`config.mk`:
```
export PLATFORM = sky130hd
export DESIGN_NAME = fnd_shift_flat
export DESIGN_NICKNAME = d
export VERILOG_FILES = /design/src/rtl/fnd_pkg.sv /design/src/rtl/fnd_out_if.sv /design/src/rtl/fnd_shift.sv /design/src/flat_wrapper.sv
export SDC_FILE = /design/constraint.sdc
export NUM_CORES = 1
export LEC_CHECK = 0
export ABC_AREA = 1
export BUFFER_PORTS_ARGS = -buffer_cell sky130_fd_sc_hd__buf_2
export CAP_MARGIN = 25
export CORE_ASPECT_RATIO = 1.25
export CORE_MARGIN = 2
export CORE_UTILIZATION = 50
export DETAILED_ROUTE_END_ITERATION = 16
export MAX_ROUTING_LAYER = met4
export PLACE_DENSITY_LB_ADDON = 0.25
export SYNTH_ARGS = -nofsm -noshare
export SYNTH_HDL_FRONTEND = slang
export SYNTH_SLANG_ARGS = --single-unit
```
`constraint.sdc`:
```
create_clock -name clk -period 2.71 [get_ports clk]
set_input_delay 0.271 -clock clk [delete_from_list [all_inputs] [get_ports clk]]
set_output_delay 0.271 -clock clk [all_outputs]
set_load 0.05 [all_outputs]
```
`src/rtl/fnd_pkg.sv`:
```
// Shared types and constants for the floppy nibble drive.
// Depends on nothing; the interfaces, top, control and shift stages use it by scoped names.
`default_nettype none

package fnd_pkg;

	// Field widths of the item channels and the configuration port
	localparam int CMD_W   = 3;
	localparam int SWA_W   = 4;
	localparam int VAL_W   = 8;
	localparam int ITRK_W  = 6;
	localparam int IOFS_W  = 13;
	localparam int HT_W    = 7;
	localparam int CFG_IDX_W  = 1;
	localparam int CFG_DATA_W = 13;

	// Item commands
	typedef enum logic [CMD_W-1:0] {
		CMD_SWITCH_READ    = 3'd0,
		CMD_SWITCH_WRITE   = 3'd1,
		CMD_SHIFT_READ     = 3'd2,
		CMD_MOTOR_SET      = 3'd3,
		CMD_SET_HALF_TRACK = 3'd4,
		CMD_LOAD_BYTE      = 3'd5
	} cmd_t;

	// Configuration register indexes
	typedef enum logic [CFG_IDX_W-1:0] {
		REG_TRACK_LENGTH    = 1'b0,
		REG_WRITE_PROTECTED = 1'b1
	} cfg_reg_t;

	// Latch soft switches
	localparam logic [SWA_W-1:0] SW_Q6L = 4'hC;
	localparam logic [SWA_W-1:0] SW_Q6H = 4'hD;
	localparam logic [SWA_W-1:0] SW_Q7L = 4'hE;
	localparam logic [SWA_W-1:0] SW_Q7H = 4'hF;

	// What the shift stage does with an item
	typedef enum logic [1:0] {
		SH_NONE,   // pass the read data computed up front
		SH_HOLD,   // motor off: show shifter high byte, no change
		SH_SHIFT,  // shift once
		SH_LOAD    // load track byte, pre-shift, shift once
	} shift_op_t;

	// Item in flight between the control stage and the shift stage
	typedef struct packed {
		logic            valid;
		shift_op_t       op;
		logic [VAL_W-1:0] read_data;
		logic [HT_W-1:0] half_track;
		logic            modified;
		logic            motor_on;
	} item_t;

endpackage

`default_nettype wire

```
`src/rtl/fnd_out_if.sv`:
```
// Result item channel of the floppy nibble drive.
// Depends on fnd_pkg for field widths.
`default_nettype none

interface fnd_out_if;
	logic                       valid;
	logic                       ready;
	logic [fnd_pkg::VAL_W-1:0]  read_data;
	logic [fnd_pkg::HT_W-1:0]   half_track;
	logic                       modified;
	logic                       motor_on;

	modport source (output valid, read_data, half_track, modified, motor_on,
		input ready);
	modport sink (input valid, read_data, half_track, modified, motor_on,
		output ready);
endinterface

`default_nettype wire

```
`src/rtl/fnd_shift.sv`:
```
// Shift stage: 16-bit read shifter fed by track memory data, result register.
// Depends on fnd_pkg and fnd_out_if; takes items from fnd_ctrl.
`default_nettype none

module fnd_shift (
	input  wire logic            clk,
	input  wire logic            arst_n,
	input  fnd_pkg::item_t       item_s1,
	input  wire logic [7:0]      rdata,
	output logic                 adv,
	fnd_out_if.source            out_ch
);

	logic [15:0] shifter_q, n_shifter;
	logic [7:0]  n_data;
	logic        out_valid_q;
	logic [7:0]  read_data_q;
	logic [fnd_pkg::HT_W-1:0] half_track_q;
	logic        modified_q;
	logic        motor_on_q;

	// Move the item on when the result register is free or being taken
	assign adv = item_s1.valid && (!out_valid_q || out_ch.ready);

	// Apply the shift op to the shifter
	always_comb begin
		n_shifter = shifter_q;
		n_data    = item_s1.read_data;
		case (item_s1.op)
			fnd_pkg::SH_HOLD: n_data = shifter_q[15:8];
			fnd_pkg::SH_SHIFT: begin
				n_shifter = {shifter_q[14:0], 1'b0};
				n_data    = n_shifter[15:8];
			end
			fnd_pkg::SH_LOAD: begin
				n_shifter = {1'b0, rdata, 7'b0};
				n_data    = n_shifter[15:8];
			end
			default: ;
		endcase
	end

	// Hold shifter and result register
	always_ff @(posedge clk or negedge arst_n) begin
		if (!arst_n) begin
			shifter_q   <= '0;
			out_valid_q <= 1'b0;
		end else begin
			if (adv) begin
				shifter_q   <= n_shifter;
				out_valid_q <= 1'b1;
			end else if (out_ch.ready) begin
				out_valid_q <= 1'b0;
			end
		end
	end

	always_ff @(posedge clk) begin
		if (adv) begin
			read_data_q  <= n_data;
			half_track_q <= item_s1.half_track;
			modified_q   <= item_s1.modified;
			motor_on_q   <= item_s1.motor_on;
		end
	end

	assign out_ch.valid      = out_valid_q;
	assign out_ch.read_data  = read_data_q;
	assign out_ch.half_track = half_track_q;
	assign out_ch.modified   = modified_q;
	assign out_ch.motor_on   = motor_on_q;

endmodule

`default_nettype wire

```
`src/flat_wrapper.sv`:
```
// flat-port wrapper written by rule: the top's interface ports become plain ports
module fnd_shift_flat 
  (clk, arst_n, item_s1, rdata, adv, out_ch_valid, out_ch_read_data, out_ch_half_track, out_ch_modified, out_ch_motor_on, out_ch_ready);
  fnd_out_if out_ch_i ();
  input  wire logic clk;
  input  wire logic arst_n;
  input  fnd_pkg::item_t item_s1;
  input  wire logic [7:0] rdata;
  output logic adv;
  output wire logic [$bits(out_ch_i.valid)-1:0] out_ch_valid;
  output wire logic [$bits(out_ch_i.read_data)-1:0] out_ch_read_data;
  output wire logic [$bits(out_ch_i.half_track)-1:0] out_ch_half_track;
  output wire logic [$bits(out_ch_i.modified)-1:0] out_ch_modified;
  output wire logic [$bits(out_ch_i.motor_on)-1:0] out_ch_motor_on;
  input wire logic [$bits(out_ch_i.ready)-1:0] out_ch_ready;
  assign out_ch_valid = out_ch_i.valid;
  assign out_ch_read_data = out_ch_i.read_data;
  assign out_ch_half_track = out_ch_i.half_track;
  assign out_ch_modified = out_ch_i.modified;
  assign out_ch_motor_on = out_ch_i.motor_on;
  assign out_ch_i.ready = out_ch_ready;
  fnd_shift u_core (.clk(clk), .arst_n(arst_n), .item_s1(item_s1), .rdata(rdata), .adv(adv), .out_ch(out_ch_i));
endmodule
```
* Word-level counts from Yosys, hierarchy flattened
Index checks and enable logic that the tools add are counted.
** Word-level totals
- Flip-flop bits (word level) :: 34
- Latch bits :: 0
- Memory bits (writable) :: 0
- Bits in read-only memories :: 0
- Bits of input ports :: 31
- Output and inout bits :: 19
- Word-level logic and storage cells :: 19
- Memories kept :: 0
** Operators by class
- Add/subtract/negate cells :: 0
- $mul :: 0
- Div/mod/pow operators :: 0
- Magnitude comparators :: 0
- Eq/ne operators :: 3
- Shift-type cells :: 0
- Muxes and demuxes :: 4
- Bitwise logic cells :: 0
- Reductions and logical operators :: 6
** Operator list (count)
- $pmux 16 s2 :: 1
- $pmux 8 s3 :: 1
- $eq 2x2->1 const B :: 2
- $reduce_bool 2->1 :: 2
- $eq 2x1->1 const B :: 1
- $mux 1 :: 2
- $reduce_and 2->1 :: 1
- $logic_and 1x1->1 :: 1
- $logic_not 1->1 :: 1
- $logic_or 1x1->1 :: 1

* Depth between registers and ports, before layout
- Depth after elaboration :: 4
- Gate-level depth with buffers :: 6

* Least setup slack after synthesis
OpenSTA, ideal clock, no wires.
- Kind :: reg2reg
- From :: register u_core.out_valid_q, in the netlist u_core.out_ch.valid
- To :: register u_core.half_track_q (netlist bit u_core.out_ch.half_track[0]), enable pin
- Setup time :: 386 ps
- Data arrival time :: 1532 ps
- Required time :: 2324 ps
- Slack :: 792 ps
- Cell stages (with the launch flop) :: 4
- Path buffers :: 0
- Clock period less this slack :: 1918 ps
- Path through :: dfrtp_1 > nand2_1 > nand2_1 > inv_1
** Between the ends
- Longest elaborated chain between the ends :: 3
** RTL lines
- start, declared :: RTL line fnd_shift.sv:16 : logic out_valid_q;
- start signal, assigned :: RTL line fnd_shift.sv:47 : out_valid_q <= 1'b0;
- start signal, assigned :: RTL line fnd_shift.sv:51 : out_valid_q <= 1'b1;
- start signal, assigned :: RTL line fnd_shift.sv:53 : out_valid_q <= 1'b0;
- $logic_not 1->1 :: RTL line fnd_shift.sv:23 : assign adv = item_s1.valid && (!out_valid_q || out_ch.ready);
- $logic_or 1x1->1 :: RTL line fnd_shift.sv:23
- $logic_and 1x1->1 :: RTL line fnd_shift.sv:23
- named net adv :: RTL line flat_wrapper.sv:9 : output logic adv;
- end signal, assigned :: RTL line fnd_shift.sv:61 : half_track_q <= item_s1.half_track;
- end, declared :: RTL line fnd_shift.sv:18 : logic [fnd_pkg::HT_W-1:0] half_track_q;
The timed path passes the listed nets, and every way through them passes these cells.
A chain may end at the register's enable or synchronous reset.

* Worst setup path in the final report
- From :: register u_core.out_valid_q, in the netlist u_core.out_ch.valid
- To :: output adv
** Between the ends
- Longest elaborated chain between the ends :: 3
** RTL lines (RTL line)
- $logic_not 1->1 :: fnd_shift.sv:23
- $logic_or 1x1->1 :: fnd_shift.sv:23
- $logic_and 1x1->1 :: fnd_shift.sv:23
- end, declared :: flat_wrapper.sv:9
Every way passes these cells.

==> flow_summary_export.csv <==
group,metric,value,unit
status,status,"complete, no violations",
place,gp_congestion,0.873,
synthesis,ys_ff_latch,27,
final_layout,nFillCells,195,
worst_setup_path,ff2ff_path_depth,4,
grt,track_usage,18.5,%
sta,rsz0062_at_grt,"no",
cts,clock_latency,0.32,ns
worst_hold_path,whs_path_depth,1,
final_layout,drive_above_1_share,34.5,%
worst_setup_path,cpMostUsedCell,"nand2_1",
synthesis,yosys_warnings,0,
pwr,p_per_area,602,mW/mm^2
cts,clk_path_buf_depth,2,
grt,top_usage_layer,"met2",
routing,drt-total-wl,2.42,mm
routing,via_per_inst,5.07,
sta,min_period,1.85,ns
grt,grtUsageMet3,3.03,%
pwr,fin_total_pwr,0.912,mW
worst_setup_path,critPathKind,"register to primary output",
sta,setup_viol,0,
sta,setup-tns-final,0,ns
cts,clockRootBuffer,"clkbuf_4",
place,hpwl,1.90,mm
routing,drt_iter0_markers,18,
die,die_y,59.5,um
cts,clk_pin_slew,0.13,ns
die,ios,50,
final_layout,diodes,0,
place,place_area,0.00148,sq mm
worst_setup_path,cp.required,2.44,ns
final_layout,final_common_cell,"nand2_1",
worst_setup_path,worstPathArrival,1.58,ns
worst_setup_path,cp_max_fo,18,
final_layout,postLayoutCoreUtil,63.7,%
pwr,cellLeakagePower,0.739,nW
grt,grt.overflow.total,0,
routing,drc,0,
die,num_rows,20,
grt,grt_use_met2,35.3,%
cts,cts_buffers,3,
synthesis,syn_nets,154,
sta,tightest_slew,0.385,ns
place,io_buffers,49,
final_layout,layout_common_cells,"nand2_1 (57), buf_2 (49), edfxtp_1 (17)",
sta,fin_skew,0.00125,ns
final_layout,nNetsFinal,206,
synthesis,syn_avg_cell_area,10.0,sq um
die,dieArea,0.00288,sq mm
synthesis,synth.distinct_cells,15,
place,placed_cells,202,
cts,cts_tree,"done",
sta,timing.slew.headroom,74.3,%
sta,finalCritPeriodShare,68.3,%
worst_setup_path,path_cells,"nand2_1 -> nand2_1 -> inv_1 -> buf_4 -> buf_2",
worst_setup_path,cp-start-kind,"register",
grt,grt_antenna_before_repair,0,
synthesis,ys_seq_area_share,61.9,%
worst_setup_path,slowest_delay,0.39,ns
cts,post_cts.repair.setup_buffers,0,
cts,clock_sinks,27,
grt,grt_max_degree,19,
final_layout,syn_to_final_growth,23.2,%
routing,route.vias.total,1049,
grt,use_met1,18.8,%
routing,first_pass_iters,4,
run,max_cap_violations,0,
grt,first_global_vias,970,
cts,h-tree-depth,1,
final_layout,fin_cells,207,
die,die_width,48.4,um
die,core_area,0.00238,sq mm
pwr,peakVddDrop,0.295,mV
routing,ant_nets,0,
worst_setup_path,critPathCaptureType,"primary output",
worst_setup_path,slowest_stage,"dfrtp_1",
grt,grt_pass1_wl,3.93,mm
synthesis,syn_inst,123,
sta,max_freq,540,MHz
sta,hold_violations,0,
die,start_util,51.7,%
worst_hold_path,hp-class,"primary input to register",
synthesis,synth_area,0.00123,sq mm
routing,routedWlPerCell,11.7,um
sta,drv_slew,0,
final_layout,finalInstanceArea,0.00152,sq mm
worst max-delay path, delay by kind of cell (launching register included):
family,cells,cell delay [ns]
buffers and inverters,3,0.61
flip-flops,1,0.39
AND/OR/NAND/NOR,2,0.25
state kept, by name, indices dropped and copies added, names as in the netlist:
| name | flops |
|---|---|
| u_core.shifter_q | 9 |
| u_core.out_ch.valid | 1 |
| u_core.out_ch.read_data | 8 |
| u_core.out_ch.modified | 1 |
| u_core.out_ch.half_track | 7 |
| u_core.out_ch.motor_on | 1 |
path summary, 6_finish.rpt:
kind | startpoint | endpoint | slack, ns
worst max-delay path | u_core.out_ch.valid | adv | 0.86
worst min-delay path | item_s1[5] | u_core.out_ch.half_track[3] | 0.12
worst max register to register | u_core.out_ch.valid | u_core.out_ch.read_data[2] | 1.46
worst min register to register | u_core.shifter_q[15] | u_core.shifter_q[15] | 0.55
max in group asynchronous | arst_n | u_core.shifter_q[14] | 2.21
min in group asynchronous | arst_n | u_core.shifter_q[12] | 0.32
repair_timing:
| item | CTS | global route |
|---|---|---|
| hold buffers | 1 | 0 |
| resized for setup | 0 | 0 |
| endpoints found under the hold margin | 10 | 0 |
per-layer routing:
layer / up-vias / share of wire, %
met1: 481 / 40
met2: 46 / 53
li1: 517 / -
met5: - / 0
met3: 5 / 5.7
met4: 0 / 1.8
power breakdown:
group / internal, mW / switching [mW] / total, mW / leakage, nW
clock network: 0.0577 / 0.107 / 0.165 / 0.0150
logic: 0.0655 / 0.158 / 0.224 / 0.428
registers: 0.492 / 0.0310 / 0.523 / 0.295
kinds of logic after synthesis:
logic type / count (synthesis) / share of synthesized area, %
AOI/OAI and AO/OA: 2 / 0.814
DFF: 27 / 61.9
buffers and inverters: 8 / 5.29
and+or+nand+nor: 86 / 32.0
per-stage QoR:
step | hold WS, ns | setup WS [ns]
3_3_place_gp | 0.134 | 1.24
6_report | 0.119 | 0.860
2_1_floorplan | -0.0246 | 0.792
5_1_grt | 0.104 | 0.754
4_1_cts | 0.118 | 0.855
3_5_place_dp | 0.136 | 1.21
layout make-up:
type | count | area, sq um | area share [%]
flip-flops and latches | 27 | 761 | 50.2
multi-input cells | 88 | 404 | 26.7
repair buffers | 51 | 263 | 17.3
well taps | 33 | 41.3 | 2.73
clock buffers | 4 | 26.3 | 1.73
inverters | 4 | 20.0 | 1.32
cell usage after synthesis (all sizes together):
cell,n,area [sq um]
nand4,7,43.8
dfrtp,10,250
inv,4,20.0
o21ai,2,10.0
buf,4,45.0
edfxtp,17,510
nand3,17,90.1
nor2,4,40.0
nand2,58,220
Note: power is estimated with default switching activity, not from simulation.
