`src/rtl/fnd_pkg.sv`:
```
// Shared types and constants for the floppy nibble drive.
// Depends on nothing; the interfaces, top, control and shift stages use it by scoped names.
`default_nettype none

package fnd_pkg;

	// Field widths of the item channels and the configuration port
	localparam int CMD_W   = 3;
	localparam int SWA_W   = 4;
	localparam int VAL_W   = 8;
	localparam int ITRK_W  = 6;
	localparam int IOFS_W  = 13;
	localparam int HT_W    = 7;
	localparam int CFG_IDX_W  = 1;
	localparam int CFG_DATA_W = 13;

	// Item commands
	typedef enum logic [CMD_W-1:0] {
		CMD_SWITCH_READ    = 3'd0,
		CMD_SWITCH_WRITE   = 3'd1,
		CMD_SHIFT_READ     = 3'd2,
		CMD_MOTOR_SET      = 3'd3,
		CMD_SET_HALF_TRACK = 3'd4,
		CMD_LOAD_BYTE      = 3'd5
	} cmd_t;

	// Configuration register indexes
	typedef enum logic [CFG_IDX_W-1:0] {
		REG_TRACK_LENGTH    = 1'b0,
		REG_WRITE_PROTECTED = 1'b1
	} cfg_reg_t;

	// Latch soft switches
	localparam logic [SWA_W-1:0] SW_Q6L = 4'hC;
	localparam logic [SWA_W-1:0] SW_Q6H = 4'hD;
	localparam logic [SWA_W-1:0] SW_Q7L = 4'hE;
	localparam logic [SWA_W-1:0] SW_Q7H = 4'hF;

	// What the shift stage does with an item
	typedef enum logic [1:0] {
		SH_NONE,   // pass the read data computed up front
		SH_HOLD,   // motor off: show shifter high byte, no change
		SH_SHIFT,  // shift once
		SH_LOAD    // load track byte, pre-shift, shift once
	} shift_op_t;

	// Item in flight between the control stage and the shift stage
	typedef struct packed {
		logic            valid;
		shift_op_t       op;
		logic [VAL_W-1:0] read_data;
		logic [HT_W-1:0] half_track;
		logic            modified;
		logic            motor_on;
	} item_t;

endpackage

`default_nettype wire

```
`src/rtl/fnd_in_if.sv`:
```
// Input item channel of the floppy nibble drive.
// Depends on fnd_pkg for field widths.
`default_nettype none

interface fnd_in_if;
	logic                          valid;
	logic                          ready;
	logic [fnd_pkg::CMD_W-1:0]     command;
	logic [fnd_pkg::SWA_W-1:0]     switch_address;
	logic [fnd_pkg::VAL_W-1:0]     value;
	logic [fnd_pkg::ITRK_W-1:0]    image_track;
	logic [fnd_pkg::IOFS_W-1:0]    image_offset;

	modport source (output valid, command, switch_address, value, image_track,
		image_offset, input ready);
	modport sink (input valid, command, switch_address, value, image_track,
		image_offset, output ready);
endinterface

`default_nettype wire

```
`src/rtl/fnd_ctrl.sv`:
```
// Control stage: head, latch, motor and config state, track memory requests.
// Depends on fnd_pkg and fnd_in_if; feeds the shift stage through item_s1.
`default_nettype none

module fnd_ctrl #(
	parameter int TRACK_COUNT     = 35,
	parameter int TRACK_BYTES     = 6656,
	parameter int LAST_HALF_TRACK = 68,
	parameter int ADDR_W          = 18
) (
	input  wire logic                              clk,
	input  wire logic                              arst_n,
	input  wire logic                              cfg_we,
	input  wire logic [fnd_pkg::CFG_IDX_W-1:0]     cfg_index,
	input  wire logic [fnd_pkg::CFG_DATA_W-1:0]    cfg_data,
	fnd_in_if.sink                                 in_ch,
	input  wire logic                              adv,
	output fnd_pkg::item_t                         item_s1,
	output logic                                   mem_en,
	output logic                                   mem_we,
	output logic [ADDR_W-1:0]                      mem_addr,
	output logic [7:0]                             mem_wdata
);

	localparam int OFS_W = $clog2(TRACK_BYTES);
	localparam int LEN_W = $clog2(TRACK_BYTES + 1);
	localparam logic [ADDR_W-1:0] TB_A = ADDR_W'(TRACK_BYTES);
	localparam logic [fnd_pkg::HT_W-1:0] LAST_HT = fnd_pkg::HT_W'(LAST_HALF_TRACK);

	logic [LEN_W-1:0]            eff_len_q;
	logic                        wp_q;
	logic [fnd_pkg::HT_W-1:0]    head_track_q, n_head;
	logic [OFS_W-1:0]            head_offset_q, n_off;
	logic [3:0]                  bits_left_q, n_bits;
	logic [7:0]                  write_latch_q, n_wl;
	logic                        q6_q, n_q6;
	logic                        q7_q, n_q7;
	logic                        motor_q, n_motor;
	logic                        dirty_q, n_dirty;

	logic                        accept;
	logic [OFS_W-1:0]            off_w, off_adv;
	logic [LEN_W-1:0]            off_inc;
	logic [5:0]                  whole;
	logic                        whole_ok, image_ok;
	logic [ADDR_W-1:0]           base;
	logic [1:0]                  cur, phase;
	logic                        req_en, req_we;
	fnd_pkg::shift_op_t          op;
	logic [7:0]                  rd;

	assign in_ch.ready = !item_s1.valid || adv;
	assign accept      = in_ch.valid && in_ch.ready;

	// Head offset wrapped to the track length, and one past it
	always_comb begin
		off_w   = (LEN_W'(head_offset_q) >= eff_len_q) ? '0 : head_offset_q;
		off_inc = LEN_W'(off_w) + LEN_W'(1);
		off_adv = (off_inc >= eff_len_q) ? '0 : OFS_W'(off_inc);
	end

	assign whole    = head_track_q[fnd_pkg::HT_W-1:1];
	assign whole_ok = 32'(whole) < TRACK_COUNT;
	assign base     = ADDR_W'(whole) * TB_A;
	assign image_ok = (32'(in_ch.image_track) < TRACK_COUNT)
		&& (32'(in_ch.image_offset) < TRACK_BYTES);
	assign cur      = head_track_q[1:0];
	assign phase    = in_ch.switch_address[2:1];

	// Decode the item into next state, a memory request and a shift op
	always_comb begin
		n_head    = head_track_q;
		n_off     = head_offset_q;
		n_bits    = bits_left_q;
		n_wl      = write_latch_q;
		n_q6      = q6_q;
		n_q7      = q7_q;
		n_motor   = motor_q;
		n_dirty   = dirty_q;
		req_en    = 1'b0;
		req_we    = 1'b0;
		mem_addr  = '0;
		mem_wdata = write_latch_q;
		op        = fnd_pkg::SH_NONE;
		rd        = '0;
		case (in_ch.command)
			fnd_pkg::CMD_SWITCH_READ: begin
				if (!in_ch.switch_address[3] && in_ch.switch_address[0]) begin
					// step toward the energized phase, clamped
					if (cur == phase + 2'd1) begin
						n_head = (head_track_q == '0) ? '0 : head_track_q - 7'd1;
					end else if (cur == phase + 2'd3) begin
						n_head = (head_track_q >= LAST_HT) ? LAST_HT : head_track_q + 7'd1;
					end
				end else begin
					case (in_ch.switch_address)
						fnd_pkg::SW_Q6L: begin
							n_q6 = 1'b0;
							if (q7_q) begin
								// commit the write latch one byte past the head
								n_bits = '0;
								n_off  = off_adv;
								if (whole_ok) begin
									req_en   = 1'b1;
									req_we   = 1'b1;
									mem_addr = base + ADDR_W'(off_adv);
									n_dirty  = 1'b1;
								end
							end
						end
						fnd_pkg::SW_Q6H: n_q6 = 1'b1;
						fnd_pkg::SW_Q7L: begin
							n_q7 = 1'b0;
							rd   = {wp_q & q6_q, 7'b0};
						end
						fnd_pkg::SW_Q7H: n_q7 = 1'b1;
						default: ;
					endcase
				end
			end
			fnd_pkg::CMD_SWITCH_WRITE: begin
				case (in_ch.switch_address)
					fnd_pkg::SW_Q6H: begin
						n_wl = in_ch.value;
						n_q6 = 1'b1;
					end
					fnd_pkg::SW_Q7H: begin
						n_wl = in_ch.value;
						n_q7 = 1'b1;
					end
					default: ;
				endcase
			end
			fnd_pkg::CMD_SHIFT_READ: begin
				if (!motor_q) begin
					op = fnd_pkg::SH_HOLD;
				end else if (bits_left_q == '0 && whole_ok) begin
					// fetch the byte under the head, advance the head
					op       = fnd_pkg::SH_LOAD;
					req_en   = 1'b1;
					mem_addr = base + ADDR_W'(off_w);
					n_off    = off_adv;
					n_bits   = 4'd1;
				end else begin
					op     = fnd_pkg::SH_SHIFT;
					n_bits = bits_left_q - 4'd1;
				end
			end
			fnd_pkg::CMD_MOTOR_SET: n_motor = in_ch.value[0];
			fnd_pkg::CMD_SET_HALF_TRACK: begin
				n_head = (in_ch.value > 8'(LAST_HALF_TRACK)) ? LAST_HT
					: in_ch.value[fnd_pkg::HT_W-1:0];
			end
			fnd_pkg::CMD_LOAD_BYTE: begin
				if (image_ok) begin
					req_en    = 1'b1;
					req_we    = 1'b1;
					mem_addr  = ADDR_W'(in_ch.image_track) * TB_A
						+ ADDR_W'(in_ch.image_offset);
					mem_wdata = in_ch.value;
				end
			end
			default: ;
		endcase
	end

	assign mem_en = accept && req_en;
	assign mem_we = req_we;

	// Hold configuration; clamp track length on write
	always_ff @(posedge clk or negedge arst_n) begin
		if (!arst_n) begin
			eff_len_q <= LEN_W'(TRACK_BYTES);
			wp_q      <= 1'b0;
		end else if (cfg_we) begin
			case (cfg_index)
				fnd_pkg::REG_TRACK_LENGTH: begin
					if (cfg_data == '0) begin
						eff_len_q <= LEN_W'(1);
					end else if (32'(cfg_data) > TRACK_BYTES) begin
						eff_len_q <= LEN_W'(TRACK_BYTES);
					end else begin
						eff_len_q <= LEN_W'(cfg_data);
					end
				end
				fnd_pkg::REG_WRITE_PROTECTED: wp_q <= cfg_data[0];
				default: ;
			endcase
		end
	end

	// Advance drive state and load the stage register on accept
	always_ff @(posedge clk or negedge arst_n) begin
		if (!arst_n) begin
			head_track_q  <= '0;
			head_offset_q <= '0;
			bits_left_q   <= '0;
			write_latch_q <= '0;
			q6_q          <= 1'b0;
			q7_q          <= 1'b0;
			motor_q       <= 1'b0;
			dirty_q       <= 1'b0;
			item_s1       <= '0;
		end else begin
			if (accept) begin
				head_track_q       <= n_head;
				head_offset_q      <= n_off;
				bits_left_q        <= n_bits;
				write_latch_q      <= n_wl;
				q6_q               <= n_q6;
				q7_q               <= n_q7;
				motor_q            <= n_motor;
				dirty_q            <= n_dirty;
				item_s1.valid      <= 1'b1;
				item_s1.op         <= op;
				item_s1.read_data  <= rd;
				item_s1.half_track <= n_head;
				item_s1.modified   <= n_dirty;
				item_s1.motor_on   <= n_motor;
			end else if (adv) begin
				item_s1.valid <= 1'b0;
			end
		end
	end

endmodule

`default_nettype wire

```
`src/flat_wrapper.sv`:
```
// flat-port wrapper written by rule: the top's interface ports become plain ports
module fnd_ctrl_flat 
#(
	parameter int TRACK_COUNT     = 35,
	parameter int TRACK_BYTES     = 6656,
	parameter int LAST_HALF_TRACK = 68,
	parameter int ADDR_W          = 18
)
  (clk, arst_n, cfg_we, cfg_index, cfg_data, adv, item_s1, mem_en, mem_we, mem_addr, mem_wdata, in_ch_valid, in_ch_command, in_ch_switch_address, in_ch_value, in_ch_image_track, in_ch_image_offset, in_ch_ready);
  fnd_in_if in_ch_i ();
  input  wire logic clk;
  input  wire logic arst_n;
  input  wire logic cfg_we;
  input  wire logic [fnd_pkg::CFG_IDX_W-1:0] cfg_index;
  input  wire logic [fnd_pkg::CFG_DATA_W-1:0] cfg_data;
  input  wire logic adv;
  output fnd_pkg::item_t item_s1;
  output logic mem_en;
  output logic mem_we;
  output logic [ADDR_W-1:0] mem_addr;
  output logic [7:0] mem_wdata;
  input wire logic [$bits(in_ch_i.valid)-1:0] in_ch_valid;
  input wire logic [$bits(in_ch_i.command)-1:0] in_ch_command;
  input wire logic [$bits(in_ch_i.switch_address)-1:0] in_ch_switch_address;
  input wire logic [$bits(in_ch_i.value)-1:0] in_ch_value;
  input wire logic [$bits(in_ch_i.image_track)-1:0] in_ch_image_track;
  input wire logic [$bits(in_ch_i.image_offset)-1:0] in_ch_image_offset;
  output wire logic [$bits(in_ch_i.ready)-1:0] in_ch_ready;
  assign in_ch_i.valid = in_ch_valid;
  assign in_ch_i.command = in_ch_command;
  assign in_ch_i.switch_address = in_ch_switch_address;
  assign in_ch_i.value = in_ch_value;
  assign in_ch_i.image_track = in_ch_image_track;
  assign in_ch_i.image_offset = in_ch_image_offset;
  assign in_ch_ready = in_ch_i.ready;
  fnd_ctrl #(.TRACK_COUNT(TRACK_COUNT), .TRACK_BYTES(TRACK_BYTES), .LAST_HALF_TRACK(LAST_HALF_TRACK), .ADDR_W(ADDR_W)) u_core (.clk(clk), .arst_n(arst_n), .cfg_we(cfg_we), .cfg_index(cfg_index), .cfg_data(cfg_data), .in_ch(in_ch_i), .adv(adv), .item_s1(item_s1), .mem_en(mem_en), .mem_we(mem_we), .mem_addr(mem_addr), .mem_wdata(mem_wdata));
endmodule
```
`config.mk`:
```
export PLATFORM = sky130hd
export DESIGN_NAME = fnd_ctrl_flat
export DESIGN_NICKNAME = d
export VERILOG_FILES = /design/src/rtl/fnd_pkg.sv /design/src/rtl/fnd_in_if.sv /design/src/rtl/fnd_ctrl.sv /design/src/flat_wrapper.sv
export SDC_FILE = /design/constraint.sdc
export NUM_CORES = 1
export LEC_CHECK = 0
export ABC_CLOCK_PERIOD_IN_PS = 10650
export BUFFER_PORTS_ARGS = -buffer_cell sky130_fd_sc_hd__clkbuf_2
export CORE_MARGIN = 4
export CORE_UTILIZATION = 40
export DETAILED_ROUTE_END_ITERATION = 10
export GPL_TIMING_DRIVEN = 0
export SYNTH_ARGS = -nofsm -noshare
export SYNTH_HDL_FRONTEND = slang
export SYNTH_SLANG_ARGS = --single-unit
```
`constraint.sdc`:
```
create_clock -name clk -period 10.65 [get_ports clk]
set_clock_uncertainty 0.2 [all_clocks]
set_input_delay 2.6625 -clock clk [delete_from_list [all_inputs] [get_ports clk]]
set_output_delay 2.6625 -clock clk [all_outputs]
set_load 0.05 [all_outputs]
```
**Word level (Yosys, flattened, before mapping)**

Cells that the tools add are included.

- Add/subtract/negate cells: 9
- $mul: 2
- Magnitude comparators: 8
- Eq/ne operators: 22
- Multiplexer cells: 64
- Bitwise logic cells: 3
- Reduce and logical (&&, ||, !) cells: 27

Operators with widths:

| cell | number |
|---|---|
| $mux 18 | 7 |
| $mux 13 | 9 |
| $add 18x13->18 | 3 |
| $pmux 18 s3 | 1 |
| $mux 7 | 6 |
| $mux 8 | 5 |
| $ge 13x13->1 | 2 |
| $pmux 13 s2 | 1 |
| $mux 1 | 20 |
| $mux 4 | 5 |
| $mul 6x4->9 const B | 2 |
| $eq 4x4->1 const B | 4 |
| $pmux 7 s2 | 1 |
| $add 13x1->13 const B | 1 |
| $gt 13x13->1 const B | 1 |
| $logic_not 13->1 | 1 |
| $lt 13x13->1 const B | 1 |
| $lt 6x6->1 const B | 2 |
| $ne 2x1->1 const B | 6 |
| $reduce_and 6->1 | 2 |
| $pmux 1 s2 | 5 |
| $reduce_and 5->1 | 2 |
| $gt 8x7->1 const B | 1 |
| $pmux 4 s2 | 1 |
| 29 further kinds | 46 |

- Register bits: 61
- Bits of input ports: 53
- Output and inout bits: 49
- Word-level logic and storage cells: 148

**Longest topological paths before layout**

- Depth in word-level cells: 11
- Mapped depth: 30
- Mapped depth without buffers: 28

**Worst setup path before layout**

No wires, ideal clock.

- Path type: register -> output
- Start point: reg u_core.head_offset_q[2]
- End point: out mem_addr[17]
- Arrival: 6.409 ns
- Data required time: 7.788 ns
- Setup slack: 1.378 ns
- Stages on the path, launching flop included: 28
- Buffers on the path: 2
- Path through: dfrtp_1 -> ha_1 -> a21o_1 -> a211oi_1 -> a211o_1 -> and3_1 -> clkbuf_1 -> and2_1 -> ha_1 -> clkbuf_1 -> and3_1 -> nand3_1 -> nor2_1 -> nand3_1 -> xnor2_1 -> nor2_1 -> ha_1 -> nand4_1 -> nor3_1 -> a211o_1 -> nor3_1 -> ha_1 -> fa_1 -> a21o_1 -> a21oi_1 -> nand4b_1 -> a21oi_1 -> o221ai_1

- Longest elaborated chain between the ends: 11
- Elaborated cells between the ends (all ways): 14
- Classes of those cells: 3 x add/sub; 2 x order compare; 9 x mux

RTL lines:

| what | RTL line | RTL |
|---|---|---|
| from (decl) | fnd_ctrl.sv:33 | `logic [OFS_W-1:0] head_offset_q, n_off;` |
| from (signal assigned) | fnd_ctrl.sv:207 | `head_offset_q <= n_off;` |
| $ge 13x13->1 | fnd_ctrl.sv:57 | `off_w = (LEN_W'(head_offset_q) >= eff_len_q) ? '0 : head_offset_q;` |
| $mux 13 * | fnd_ctrl.sv:57 |  |
| $add 13x1->13 | fnd_ctrl.sv:58 | `off_inc = LEN_W'(off_w) + LEN_W'(1);` |
| $ge 13x13->1 | fnd_ctrl.sv:59 | `off_adv = (off_inc >= eff_len_q) ? '0 : OFS_W'(off_inc);` |
| $mux 13 | fnd_ctrl.sv:59 |  |
| $add 18x13->18 | fnd_ctrl.sv:106 | `mem_addr = base + ADDR_W'(off_adv);` |
| $mux 18 | fnd_ctrl.sv:103 | `if (whole_ok) begin` |
| $mux 18 | fnd_ctrl.sv:99 | `if (q7_q) begin` |
| $mux 18 | fnd_ctrl.sv:96 | `case (in_ch.switch_address)` |
| $mux 18 | fnd_ctrl.sv:88 | `if (!in_ch.switch_address[3] && in_ch.switch_address[0]) begin` |
| $pmux 18 s3 * | fnd_ctrl.sv:86 | `case (in_ch.command)` |
| to (decl) | flat_wrapper.sv:20 | `output logic [ADDR_W-1:0] mem_addr;` |

Mark *: on every way between the ends. The rest lies on a longest branch, timed or not.

**Final worst setup path**

- Start point: reg u_core.head_offset_q[2]
- End point: out mem_addr[15]

Same word-level chain as after synthesis.

==> impl_results.md <==
* Reg clk slew, reported paths at 0.09 ns
* Final worst-path cycle share at 0.931
* Detail Route Antenna Nets at 0
* Post-route DRC at 0
* Status: finished, final reports clean
* Max Slew Vio Count at 0
* WL final at 16900 um
* Ys flop type: dfrtp_1
* Pin slew with the least headroom to its limit at 0.804 ns
* Detailed Place HPWL at 13300 um
* Post-synth EDFFs at 0
* # fillers at 1396
* P per Cell Area at 259 mW/mm^2
* Layout cells sized above 1 at 0.186
* Hold Fails Final Rpt at 0
* CTS tree: built
* Ports at 102
* Initial detailed-routing violation count at 405
* Clk Latency, worst-skew pair at 0.31 ns
* Ys Warns at 0
* Cells after Synth at 709
* Mapped cell area at 0.00586 mm^2
* Crit Path Class: reg -> out
* Initial Util at 0.415
* Post-synth top area share at 0.218
* Final setup fails at 0
* Top cells by area, synth: dfrtp_1, ha_1, nand2_1
* CP required at 7.79 ns
* Layout Nets at 954
* Seq/Total Area, Yosys at 0.231
* Slew HR at 0.464
* Register area at 0.00136 mm^2
* FFs w/ async S/R, synth at 1.00
* Final Non-Filler Cells at 993
* HP Class: reg -> reg
* Post-synth cell types at 73
* Global placement routability congestion at 0.902
* Avg Vias per Cell at 5.66
* Clock sinks at 54
* Area of the multi-input gates at 0.00412 mm^2
* First-pass GRT wire length at 27800 um
* Die W at 129 um
* Cell row count at 43
* Most frequent cells after synthesis: ha_1, nand2_1, inv_1, dfrtp_1, nor2_1
* Root Driver: clkbuf_16
* Placed Instances at 987
* Cell taking the most area after synthesis: dfrtp_1
* Area Overhead vs Synth at 15.1%
* Core area at 0.0141 mm^2
* Most common cell in the synthesized netlist: ha_1
* Initial antenna violation count at 0
* Max-cap viol count at 0
* Fmax at 101 MHz
* Min Tclk post-route at 9.92 ns
* Die H at 129 um
* Gr usage total at 0.204
* Grt met1 use at 0.294
* Clock buffer depth at 2
* Pin count of the biggest net entering global routing at 55
* Crit Path Max Fanout at 11
* GRT met3 Usage at 0.0232
* TritonCTS buffer count at 5
* IO buf count at 92
* LEAKAGE at 3.30 nW
* Number of global-route vias before repair at 5637
* VDD IR max at 150 uV
* Seq cells post-synth at 54
* Die area at 0.0166 mm^2
* Overflow after GRT at 0
* Startpoint types: flip-flop
* DR vias at 5618
* Met2 GRT Util at 0.328
* Drt wl/cell at 17.1 um
* Syn_area_per_cell at 8.26 um^2
* WP data arrival at 7.06 ns
* # H-tree levels at 2
* N_diodes at 0
* Cts hold-fix bufs at 0
* RSZ-0062 raised after global routing: no
* Worst setup EP type: primary output
* GRT busiest layer: met2
* TritonRoute pass-1 iters at 5
* Setup TNS at 0 ns
## sequential cells by signal, summed over array words and instances (netlist names)
| signal | flops |
|---|---|
| u_core.bits_left_q | 4 |
| u_core.eff_len_q | 13 |
| u_core.head_offset_q | 13 |
| u_core.item_s1 | 13 |
| u_core.q6_q | 1 |
| u_core.q7_q | 1 |
| u_core.wp_q | 1 |
| u_core.write_latch_q | 8 |
## routing by layer
layer	routed length, um	share of wire	up-vias
li1	-	-	2753
met1	8070	0.48	2663
met2	7740	0.46	187
met3	928	0.055	15
met4	202	0.012	0
met5	0	0	-
## timing repair
| item | 4_1_cts | 5_1_grt |
|---|---|---|
| setup buffers | 0 | 0 |
| setup endpoints to repair | 0 | 7 |
| gates resized for setup | 0 | 7 |
| hold endpoints to repair | 0 | 0 |
## where the power goes
| part | internal, mW | switching [mW] |
|---|---|---|
| combinational | 0.441 | 0.797 |
| clock | 0.0901 | 0.0881 |
| sequential | 0.253 | 0.0774 |
| total | 0.785 | 0.963 |
## worst max-delay path: stages, from the launching register on
cell and delay (ns):
dfrtp_1 0.50, ha_1 0.37, a21o_1 0.20, a211oi_1 0.27, a211o_1 0.22, and3_2 0.36
nand2_1 0.08, inv_1 0.10, ha_1 0.34, and3_1 0.29, nand3_1 0.23, nor2_2 0.29
nand3_1 0.15, xnor2_1 0.21, nor2_1 0.08, ha_1 0.30, nand4_1 0.22, nor3_4 0.34
a211o_1 0.29, nor3_1 0.09, ha_1 0.22, fa_1 0.40, a21o_1 0.18, a21oi_2 0.24
o22ai_1 0.20, a22oi_1 0.19, o21ai_0 0.11, clkbuf_2 0.27
## placed cells by master (no fill, tap or decap), types with 9 or more instances in the layout
cell type  instances
fa_1               9
inv_1             70
nor2_1            35
mux2_2            11
buf_4              9
a31oi_1           16
xnor2_1           21
nand2_1           79
a22o_1            10
nand4_1            9
o21ai_0           27
nand2b_1          21
o22ai_1           13
clkbuf_1          13
dfrtp_1           51
nor3_1             9
ha_1              80
o221ai_1          10
o21ai_1           11
clkbuf_2          91
nand3_1           26
a21oi_1           34
a21o_1            10
## through the flow
stage                      util  hold slack [ns]  setup WS, ns  area (um^2)  power, mW
after floorplan               -            0.244          1.38         5880       1.24
after global placement    0.466            0.266         0.679         6570       1.50
after detailed placement  0.466            0.268         0.445         6570       1.54
after CTS                 0.477            0.297        0.0808         6720       1.73
after global routing      0.478            0.308         0.118         6740       1.90
final                     0.478            0.296         0.732         6740       1.75
## path summary, 6_finish.rpt
path / start / endpoint / depth (start not counted) / slack [ns]
worst max register to register: u_core.head_offset_q[2] / u_core.head_offset_q[7] / 21 / 4.94
worst min-delay path: u_core.eff_len_q[8] / u_core.eff_len_q[8] / 2 / 0.30
worst min register to register: u_core.eff_len_q[8] / u_core.eff_len_q[8] / 2 / 0.30
worst max-delay path: u_core.head_offset_q[2] / mem_addr[15] / 27 / 0.73
max in group asynchronous: arst_n / u_core.item_s1[7] / 1 / 7.46
min in group asynchronous: arst_n / u_core.head_offset_q[0] / 1 / 2.27
## kinds of logic (layout without fill, tap and decap cells)
logic type / Yosys count / after routing / synth area share
compound gates: 195 / 195 / 0.229
xor+xnor: 29 / 29 / 0.0457
fa+ha+maj: 89 / 89 / 0.202
buf+inv: 103 / 201 / 0.0735
flops: 54 / 54 / 0.231
mux: 14 / 14 / 0.0263
other cells: 1 / 7 / 0.000640
simple gates: 224 / 224 / 0.192
## cell type report
cell class	instances	area share
Sequential cell	54	0.201
Tap cell	180	0.0334
Inverter	71	0.0395
Clock buffer	5	0.0186
Buffer	30	0.0232
Multi-Input combinational cell	558	0.611
Timing Repair Buffer	92	0.0687
Clock inverter	3	0.00427
Note: power is estimated with default switching activity, not from simulation.
